<file path="config.mk">
export PLATFORM = sky130hd
export DESIGN_NAME = sfd_ctrl
export DESIGN_NICKNAME = d
export VERILOG_FILES = /design/src/rtl/core/sfd_pkg.sv /design/src/rtl/core/sfd_ctrl.sv
export SDC_FILE = /design/constraint.sdc
export NUM_CORES = 1
export LEC_CHECK = 0
export ABC_AREA = 1
export BUFFER_PORTS_ARGS = -buffer_cell sky130_fd_sc_hd__buf_2
export CORE_ASPECT_RATIO = 1.4
export CORE_MARGIN = 4
export CORE_UTILIZATION = 48
export DETAILED_ROUTE_END_ITERATION = 7
export HOLD_SLACK_MARGIN = 0.05
export PLACE_DENSITY = 0.74
export REMOVE_ABC_BUFFERS = 1
export SLEW_MARGIN = 30
export SYNTH_ARGS = -nofsm -noshare
export SYNTH_HDL_FRONTEND = slang
export SYNTH_SLANG_ARGS = --single-unit
</file>
<file path="constraint.sdc">
create_clock -name clock -period 1.3 [get_ports clock]
set_clock_uncertainty 0.1 [all_clocks]
set_input_delay 0 -clock clock [delete_from_list [all_inputs] [get_ports clock]]
set_output_delay 0 -clock clock [all_outputs]
set_load 0.01 [all_outputs]
</file>
<file path="src/rtl/core/sfd_pkg.sv">
// Shared widths, constants, codes and the helper function of the stereo feedback delay.
package sfd_pkg;

   localparam int SAMPLE_W   = 24;
   localparam int DELAY_W    = 16;
   localparam int FBGAIN_W   = 16;
   localparam int WETGAIN_W  = 17;
   localparam int RATE_W     = 18;
   localparam int SMOOTH_W   = 32;
   localparam int OFF_W      = 19;
   localparam int DLY_W      = 24;
   localparam int STEP_W     = 23;
   localparam int Z_W        = 30;
   localparam int Q_W        = 31;
   localparam int PROD_W     = 42;
   localparam int FRAC_W     = 16;
   localparam int CSR_IDX_W  = 8;
   localparam int CSR_DATA_W = 32;

   localparam int ROUND_HALF = 32768;
   localparam int STEP_BIAS  = 999;
   localparam int RATE_MAX   = 192000;

   // floor(x/1000) = floor((x>>3) * ceil(2^37/125) >> 37) for x>>3 below 2^30
   localparam logic [31:0] STEP_RECIP = 32'd1099511628;
   localparam int          STEP_SHIFT = 37;
   // floor(p/65536000) = floor((p>>19) * ceil(2^38/125) >> 38) for p>>19 below 2^31
   localparam int          Q_SHIFT    = 19;
   localparam logic [31:0] DLY_RECIP  = 32'd2199023256;
   localparam int          DLY_SHIFT  = 38;

   localparam logic [DELAY_W-1:0]   DELAY_RST   = 16'd100;
   localparam logic [FBGAIN_W-1:0]  FBGAIN_RST  = 16'd45875;
   localparam logic [WETGAIN_W-1:0] WETGAIN_RST = 17'd32768;
   localparam logic [RATE_W-1:0]    RATE_RST    = 18'd48000;

   typedef enum logic [CSR_IDX_W-1:0] {
      CSR_DELAY_MS    = 8'd0,
      CSR_FB_GAIN     = 8'd1,
      CSR_WET_GAIN    = 8'd2,
      CSR_SAMPLE_RATE = 8'd3
   } csr_idx_type;

   typedef struct packed {
      logic [DELAY_W-1:0]   delay_ms;
      logic [FBGAIN_W-1:0]  feedback_gain;
      logic [WETGAIN_W-1:0] wet_gain;
      logic [RATE_W-1:0]    sample_rate;
   } cfg_type;

   typedef struct packed {
      logic load_in;
      logic smooth;
      logic step;
      logic update;
      logic mult;
      logic divide;
      logic taps;
      logic mod_q;
      logic mod_r;
      logic addr;
      logic sum;
      logic fb;
      logic write;
      logic load_out;
   } cmd_type;

   // Round half up on the Q16 fraction, then saturate to a 24-bit sample.
   function automatic logic signed [SAMPLE_W-1:0] round_sat(
      input logic signed [PROD_W-1:0] p);
      logic signed [PROD_W-1:0] r;
      r = (p + PROD_W'(ROUND_HALF)) >>> FRAC_W;
      if ((&r[PROD_W-1:SAMPLE_W-1]) || (~|r[PROD_W-1:SAMPLE_W-1])) begin
         return r[SAMPLE_W-1:0];
      end else if (r[PROD_W-1]) begin
         return {1'b1, {(SAMPLE_W-1){1'b0}}};
      end else begin
         return {1'b0, {(SAMPLE_W-1){1'b1}}};
      end
   endfunction

endpackage

</file>
<file path="src/rtl/core/sfd_ctrl.sv">
// Sequencer of the stereo feedback delay: steps one item through the datapath.
module sfd_ctrl (
   input  logic             clock,
   input  logic             reset,
   input  logic             req_valid,
   output logic             req_ready,
   output logic             rsp_valid,
   input  logic             rsp_ready,
   output sfd_pkg::cmd_type cmd
);

   typedef enum logic [13:0] {
      S_IDLE   = 14'b00000000000001,
      S_SMOOTH = 14'b00000000000010,
      S_STEP   = 14'b00000000000100,
      S_UPDATE = 14'b00000000001000,
      S_MULT   = 14'b00000000010000,
      S_DIVIDE = 14'b00000000100000,
      S_TAPS   = 14'b00000001000000,
      S_MOD_Q  = 14'b00000010000000,
      S_MOD_R  = 14'b00000100000000,
      S_ADDR   = 14'b00001000000000,
      S_SUM    = 14'b00010000000000,
      S_FB     = 14'b00100000000000,
      S_WRITE  = 14'b01000000000000,
      S_OUT    = 14'b10000000000000
   } state_type;

   state_type state_ff, state_in;
   logic      rsp_valid_ff, rsp_valid_in;
   logic      out_free;

   assign out_free  = !rsp_valid_ff || rsp_ready;
   assign req_ready = (state_ff == S_IDLE);
   assign rsp_valid = rsp_valid_ff;

   always_comb begin
      cmd          = '0;
      cmd.load_in  = (state_ff == S_IDLE) && req_valid;
      cmd.smooth   = (state_ff == S_SMOOTH);
      cmd.step     = (state_ff == S_STEP);
      cmd.update   = (state_ff == S_UPDATE);
      cmd.mult     = (state_ff == S_MULT);
      cmd.divide   = (state_ff == S_DIVIDE);
      cmd.taps     = (state_ff == S_TAPS);
      cmd.mod_q    = (state_ff == S_MOD_Q);
      cmd.mod_r    = (state_ff == S_MOD_R);
      cmd.addr     = (state_ff == S_ADDR);
      cmd.sum      = (state_ff == S_SUM);
      cmd.fb       = (state_ff == S_FB);
      cmd.write    = (state_ff == S_WRITE);
      cmd.load_out = (state_ff == S_OUT) && out_free;
   end

   always_comb begin
      state_in = state_ff;
      unique case (state_ff)
         S_IDLE:   if (req_valid) state_in = S_SMOOTH;
         S_SMOOTH: state_in = S_STEP;
         S_STEP:   state_in = S_UPDATE;
         S_UPDATE: state_in = S_MULT;
         S_MULT:   state_in = S_DIVIDE;
         S_DIVIDE: state_in = S_TAPS;
         S_TAPS:   state_in = S_MOD_Q;
         S_MOD_Q:  state_in = S_MOD_R;
         S_MOD_R:  state_in = S_ADDR;
         S_ADDR:   state_in = S_SUM;
         S_SUM:    state_in = S_FB;
         S_FB:     state_in = S_WRITE;
         S_WRITE:  state_in = S_OUT;
         // hold until the output register is free
         S_OUT:    if (out_free) state_in = S_IDLE;
         default:  state_in = S_IDLE;
      endcase
   end

   always_comb begin
      rsp_valid_in = rsp_valid_ff;
      priority if (cmd.load_out) begin
         rsp_valid_in = 1'b1;
      end else if (rsp_ready) begin
         rsp_valid_in = 1'b0;
      end
   end

   always_ff @(posedge clock) begin
      if (reset) begin
         state_ff     <= S_IDLE;
         rsp_valid_ff <= 1'b0;
      end else begin
         state_ff     <= state_in;
         rsp_valid_ff <= rsp_valid_in;
      end
   end

   a_one_in_flight: assert property (@(posedge clock) disable iff (reset)
      cmd.load_in |=> !req_ready)
      else $error("input taken while an item is in flight");

   a_out_loaded: assert property (@(posedge clock) disable iff (reset)
      cmd.load_out |=> rsp_valid_ff && (state_ff == S_IDLE))
      else $error("result load did not raise rsp valid");

endmodule

</file>
==> results of run 1 <==
==> how the worst max path moves through the flow <==
stage / slack, ps / to / from
floorplan: -20 / state_ff[0] / state_ff[8]
global placement: -90 / state_ff[0] / state_ff[6]
detailed placement: -120 / state_ff[5] / state_ff[6]
CTS: -290 / cmd[10] / state_ff[9]
global route: -390 / cmd[11] / state_ff[9]
finish: -330 / cmd[11] / state_ff[10]
==> power groups by stage <==
stage	clock, mW	combinational, mW	sequential (mW)
6_report	0.290	0.459	0.493
5_1_grt	0.305	0.485	0.495
4_1_cts	0.287	0.381	0.489
3_5_place_dp	0	0.319	0.495
3_3_place_gp	0	0.310	0.494
2_1_floorplan	0	0.203	0.493
==> cell type report <==
class	instances	area [um2]	share of cell area (%)
Timing Repair Buffer	54	417	26.5
Sequential cell	15	313	19.9
Clock buffer	4	26.3	1.67
Inverter	37	149	9.46
Multi-Input combinational cell	90	643	40.9
Tap cell	21	26.3	1.67
==> metal layers <==
layer	global-route usage [%]	vias to the layer above
met3	2.05	9
li1	-	550
met4	13.0	0
met1	20.2	529
met2	41.5	35
met5	0	-
==> through the flow <==
step / instance area [um2] / instances / TNS [ps]
6_report: 1570 / 221 / -7090
2_1_floorplan: 970 / 142 / -135
3_3_place_gp: 1260 / 204 / -850
5_1_grt: 1570 / 221 / -8950
3_5_place_dp: 1260 / 204 / -1210
4_1_cts: 1450 / 216 / -5480
==> cells by family (layout without fill, tap and decap cells) <==
family / after synthesis / after routing / synth area share [%]
buffers and inverters: 38 / 95 / 15.5
AOI/OAI and AO/OA: 4 / 4 / 2.05
and+or+nand+nor: 86 / 86 / 51.7
DFF: 15 / 15 / 30.7
==> worst max-delay path, cell delays in order (launching register included) <==
cell and delay, ps:
dfxtp_2 350, nor2_4 140, nand2_4 100, nor2_8 160
nand3_1 170, buf_4 170, inv_1 40, buf_2 110
==> state kept, by name (all words and copies together) (netlist names) <==
name,cells
state_ff,14
rsp_valid,1
==> repair_timing <==
| action | 4_1_cts | 5_1_grt |
|---|---|---|
| buffers inserted | 5 | 5 |
| hold buffers | 3 | 0 |
| endpoints found under the hold margin | 5 | 0 |
| setup endpoints to repair | 28 | 30 |
| gates resized for setup | 25 | 26 |
| pin swaps | 9 | 5 |
==> layout by cell type (no fill, tap or decap), drive strengths merged <==
cell type,n
buf,51
clkbuf,4
clkinv,1
dfxtp,15
dlygate4sd3,3
inv,36
nand2,27
nand3,16
nor2,30
nor3,12
nor3b,1
o21ai,4
==> out/qor.csv, run 1 <==
metric;value;unit
first_iter_violations;47;
fin_ws;-332;ps
synth_top_area_cell;dfxtp_1;
insertion_delay;300;ps
drtPass1Iterations;4;
avgSynthCellArea;6.83;um2
p_switching;0.451;mW
ant_nets;0;
required;1200;ps
power_density;789;nW/um2
ctsHtreeMaxLevel;1;
slew_headroom;79.7;%
arrival;1530;ps
synth_seq_cells;15;
netlist_top_cells_area;dfxtp_1 (31%), inv_1 (12%), nand2_1 (8.1%), nand3_1 (7.7%), nor2_1 (7.7%);
cp-end-kind;output pin;
fin_crit;1630;ps
synth_edf_count;0;
ir_drop;0.666;mV
hold_violations;0;
holdCritStartpoint;reset;
synth_commonest_cells;inv_1 (31), nand2_1 (21), nor2_1 (20), dfxtp_1 (15), nand3_1 (15);
status;finished with violations;
yosysUniqueCellTypes;20;
slew_violations;0;
root_buffer;clkbuf_4;
insertedDiodeCount;0;
clkPwrFrac;23.4;%
rows;19;
grt_pass1_vias;1043;
cts_buffer_depth;2;
swShare;36.3;%
p_int;0.791;mW
cts_buffers;3;
min_to;state_ff[1];
worst_hold_slack;373;ps
r2r_end;state_ff[5];
met1_length;1060;um
synth_area;977;um2
synth_most_common_cell;inv_1;
post-place-ws;-122;ps
combPwrFrac;37.0;%
io-pin-count;20;
crit_type;flip-flop to output pin;
dr.max_layer_used;met4;
regToRegSetupSlack;-280;ps
yosys_warnings;0;
gp_congestion;0.796;
grt-ovfl-total;0;
drive_gt1_share;54.0;%
fin_util;80.7;%
grt_start_max_net_pins;10;
synth_top_area_share;30.7;%
dieArea;2830;um2
via_count;1123;
cts_tree;yes;
cts.sinks;15;
dr_wl_met3;120;um
synth_sequential_area_ratio;30.7;%
wl_met2;1870;um
cap_violations;0;
finalCritPeriodShare;126;%
routed_wl;3130;um
setup_viol;28;
cp_max_fo;6;
max_freq;613;MHz
seqPwrFrac;39.7;%
postSynth.asyncResetShare;0;%
syn2layout_area_growth;61.1;%
cts.clk_slew.worst_paths;90;ps
core-area;1950;um2
portBuffers;19;
ys.flop_type;dfxtp_1;
start_kind;flip-flop;
nets;205;
grtUsageTotal;21.3;%
vias_per_cell;5.08;
total_power;1.24;mW
dp_hpwl;1900;um
antenna_found_initial;0;
p_leak;0.844;nW
hold_class;input port to flip-flop;
grt_pass1_wl;4310;um
rsz0062_at_grt;yes;
drc;0;
timing.rr.start;state_ff[6];
fp.dieH;61.4;um
worstHoldPathCells;3;
nFillCells;122;
violations;negative setup slack;
wl_per_cell;14.2;um
worst_slew_pin_slew;302;ps
chipWidth;46.1;um
synthCells;143;
start_util;50.1;%
r2r_cells;9;
No activity file was read; power rests on OpenSTA's default activity.
==> inputs of run 2 (changes only) <==
--- a/config.mk
+++ b/config.mk
@@ -14,6 +14,7 @@
 export HOLD_SLACK_MARGIN = 0.05
 export PLACE_DENSITY = 0.74
 export REMOVE_ABC_BUFFERS = 1
+export SKIP_LAST_GASP = 1
 export SLEW_MARGIN = 30
 export SYNTH_ARGS = -nofsm -noshare
 export SYNTH_HDL_FRONTEND = slang
==> out/qor.csv, run 2 (same netlist as run 1, synthesis figures left out) <==
metric;value;unit
gp_congestion;0.796;
p_int;0.785;mW
crit_top_cell;nor2_4;
grt-ovfl-total;0;
fp.dieH;61.4;um
cts.clk_slew.worst_paths;100;ps
crit_chain;nor2_4, nand2_4, nor2_4, inv_4, nor3_4, buf_2;
portBuffers;19;
final_common_cell;inv_1;
worst_slew_pin_slew;292;ps
finalCritPeriodShare;126;%
routed_wl;3090;um
chipWidth;46.1;um
cts.sinks;15;
drive_gt1_share;53.5;%
cts_tree;yes;
nets;205;
crit_slowest_cell;dfxtp_2;
ir_drop;0.678;mV
slew_violations;0;
fin_util;80.2;%
seqPwrFrac;39.7;%
required;1200;ps
start_util;50.1;%
p_leak;0.841;nW
rows;19;
grtUsageTotal;21.3;%
antenna_found_initial;0;
ant_nets;0;
fin_ws;-332;ps
core-area;1950;um2
crit_path_max_incr_delay;350;ps
status;finished with violations;
grt_pass1_wl;4310;um
combPwrFrac;36.4;%
first_iter_violations;44;
drc;0;
hold_violations;0;
mostFrequentLayoutCells;inv_1 (28), buf_4 (27), nor2_1 (18), nand2_1 (18), buf_2 (15);
start_kind;flip-flop;
largest_reg_flops;14;
cts_buffer_depth;2;
io-pin-count;20;
slew_headroom;80.4;%
grt_start_max_net_pins;10;
ctsHtreeMaxLevel;1;
violations;negative setup slack;
insertion_delay;300;ps
dieArea;2830;um2
grt_pass1_vias;1044;
crit_type;flip-flop to output pin;
rsz0062_at_grt;yes;
dp_hpwl;1900;um
cts_buffers;3;
setup_viol;28;
p_switching;0.455;mW
vias_per_cell;5.08;
largest_register;state_ff;
cp-end-kind;output pin;
drtPass1Iterations;5;
root_buffer;clkbuf_4;
swShare;36.7;%
fin_crit;1630;ps
wl_per_cell;14.0;um
cap_violations;0;
power_density;793;nW/um2
clkPwrFrac;23.9;%
hold_class;input port to flip-flop;
cp_max_fo;5;
arrival;1530;ps
max_freq;613;MHz
insertedDiodeCount;0;
via_count;1122;
syn2layout_area_growth;60.1;%
post-place-ws;-122;ps
==> run 2: timing repair <==
item,4_1_cts,5_1_grt
gates resized for setup,24,24
gates cloned,0,0
hold buffers,3,0
pin swaps,9,5
buffers inserted,5,5
endpoints found under the setup margin,28,30
hold endpoints to repair,5,0
==> run 2: final timing paths <==
path | startpoint | end | slack, ps | cells after the start
worst max-delay path | state_ff[6] | cmd[1] | -330 | 6
worst min register to register | state_ff[0] | state_ff[2] | 520 | 3
worst min-delay path | reset | state_ff[1] | 370 | 3
worst max register to register | state_ff[6] | state_ff[0] | -310 | 9
==> run 2: final cells by class <==
type / count / area, um2
clock buffer: 4 / 26.3
fill: 126 / 385
inverter: 37 / 149
multi-input combinational: 90 / 641
sequential: 15 / 313
tap: 21 / 26.3
timing repair buffer: 54 / 409
==> run 2: through the flow <==
step / power (mW) / TNS [ps] / instance area [um2] / cells / hold WS [ps]
floorplan: 0.696 / -135 / 970 / 142 / -27.6
global placement: 0.804 / -850 / 1260 / 204 / 140
detailed placement: 0.813 / -1210 / 1260 / 204 / 144
CTS: 1.16 / -5480 / 1440 / 216 / 376
global route: 1.28 / -9020 / 1560 / 221 / 397
finish: 1.24 / -7110 / 1560 / 221 / 367
==> run 2: power by group through the flow <==
stage                     Sequential (mW)  Clock (mW)  Combinational [mW]
after floorplan                     0.493           0               0.203
after global placement              0.494           0               0.310
after detailed placement            0.495           0               0.319
after CTS                           0.489       0.287               0.380
after global routing                0.494       0.308               0.480
final                               0.492       0.296               0.452
==> run 2: routing by layer <==
layer  up-vias  track usage [%]  share of wire (%)
met2        37             41.3                 57
met5         -                0                  0
met1       521             20.4                 34
met3        16             2.05                4.2
met4         0             13.0                4.8
li1        548                -                  -
==> run 2: worst max-delay path: cells and delay by family (launching register included) <==
kind | cells | cell delay (ps)
buf+inv | 2 | 260
flops | 1 | 350
simple gates | 4 | 610
==> inputs of run 3 (changes only) <==
--- a/config.mk
+++ b/config.mk
@@ -9,10 +9,10 @@
 export BUFFER_PORTS_ARGS = -buffer_cell sky130_fd_sc_hd__buf_2
 export CORE_ASPECT_RATIO = 1.4
 export CORE_MARGIN = 4
-export CORE_UTILIZATION = 48
+export CORE_UTILIZATION = 25
 export DETAILED_ROUTE_END_ITERATION = 7
 export HOLD_SLACK_MARGIN = 0.05
-export PLACE_DENSITY = 0.74
+export PLACE_DENSITY_LB_ADDON = 0.1
 export REMOVE_ABC_BUFFERS = 1
 export SKIP_LAST_GASP = 1
 export SLEW_MARGIN = 30
==> out/qor.csv, run 3 (same netlist as run 1, synthesis figures left out) <==
metric;value;unit
drive_gt1_share;54.8;%
nFillCells;407;
final_common_cell;inv_1;
rsz0062_at_grt;yes;
largest_reg_flops;14;
grt_pass1_wl;4500;um
p_int;0.922;mW
swShare;32.7;%
cts_buffers;3;
fin_crit;1540;ps
status;finished with violations;
vias_per_cell;4.25;
nets;204;
via_count;1024;
place_area;1300;um2
dp_hpwl;1990;um
worst_slew_pin_slew;334;ps
io-pin-count;20;
syn2layout_area_growth;66.1;%
gp_congestion;0.724;
drtPass1Iterations;2;
finalInstanceArea;1620;um2
grt_util_met2;22.7;%
antenna_found_initial;0;
crit_chain;nor2_4, nand2_4, nor2_4, inv_4, nor3_4, buf_2;
grt_pass1_vias;1059;
post-place-ws;-153;ps
max_freq;650;MHz
crit_path_max_incr_delay;330;ps
fp.dieH;82.0;um
violations;negative setup slack;
grt-ovfl-total;0;
seqPwrFrac;35.8;%
cts_tree;yes;
rows;26;
routed_wl;2600;um
finalCritPeriodShare;118;%
portBuffers;19;
p_switching;0.449;mW
grt_start_max_net_pins;10;
crit_type;flip-flop to output pin;
drc;0;
first_iter_violations;18;
core-area;3710;um2
insertion_delay;240;ps
fin_ws;-239;ps
chipWidth;60.8;um
setup_viol;29;
start_util;26.3;%
hold_class;input port to flip-flop;
start_kind;flip-flop;
largest_register;state_ff;
clkPwrFrac;28.2;%
mostFrequentLayoutCells;inv_1 (26), buf_4 (25), nand2_1 (19), nor2_1 (18), buf_2 (17);
crit_slowest_cell;dfxtp_2;
ir_drop;0.518;mV
arrival;1440;ps
ctsHtreeMaxLevel;1;
cts.clk_slew.worst_paths;60;ps
power_density;845;nW/um2
insertedDiodeCount;0;
wl_per_cell;10.8;um
p_leak;0.836;nW
grt-busiest-layer;met2;
cts_buffer_depth;2;
cts.sinks;15;
grtUsageTotal;12.0;%
hold_violations;0;
slew_headroom;77.6;%
required;1200;ps
use_met3;1.89;%
cap_violations;0;
grtUsageMet1;12.8;%
cp-end-kind;output pin;
worst_hold_slack;445;ps
root_buffer;clkbuf_8;
ant_nets;0;
cp_max_fo;5;
dieArea;4990;um2
slew_violations;0;
crit_top_cell;nor2_4;
combPwrFrac;36.0;%
==> run 3: changes by cell type in the layout (fill, tap and decap cells not counted), sizes merged <==
cell	change
buf	-1
==> run 3: per-stage QoR <==
stage	TNS [ps]	power (mW)	utilization, %	instances
after detailed placement	-1630	0.831	35.0	227
final	-5180	1.37	43.8	241
after floorplan	-135	0.696	-	142
after global placement	-1340	0.829	35.0	227
after global routing	-7700	1.46	43.8	241
after CTS	-5270	1.35	41.6	240
==> run 3: repair_timing <==
item,in CTS,in global routing
pin swaps,13,3
buffers inserted,6,1
resized for setup,31,21
hold buffers,3,0
setup endpoints to repair,28,30
endpoints found under the hold margin,5,0
==> run 3: cell type report <==
type	instances	area, um2	share of cell area [%]
timing repair buffer	53	393	24.2
inverter	37	151	9.33
tap	42	52.6	3.24
multi-input combinational	90	672	41.4
sequential	15	309	19.0
clock buffer	4	45.0	2.78
==> run 3: worst paths after layout <==
path	slack, ps	from	to	depth (start not counted)
worst max-delay path	-240	state_ff[3]	cmd[2]	6
worst min register to register	510	rsp_valid	rsp_valid	4
worst min-delay path	450	reset	state_ff[1]	3
worst max register to register	-170	state_ff[10]	state_ff[6]	10
==> run 3: power groups by stage <==
stage / logic, mW / clock network [mW] / registers [mW]
after floorplan: 0.203 / 0 / 0.493
after global placement: 0.334 / 0 / 0.495
after detailed placement: 0.337 / 0 / 0.494
after CTS: 0.455 / 0.407 / 0.489
after global routing: 0.536 / 0.430 / 0.492
final: 0.494 / 0.387 / 0.490
==> run 3: routing by layer <==
layer | vias up | share of wire [%]
met5 | - | 0
met4 | 0 | 1.0
met3 | 2 | 2.6
met2 | 9 | 58
met1 | 475 | 39
li1 | 538 | -
==> run 3: critical path: cells and delay by family, from the launching register on <==
kind	cells	cell delay, ps
flip-flops	1	330
buffers and inverters	2	260
AND/OR/NAND/NOR	4	600
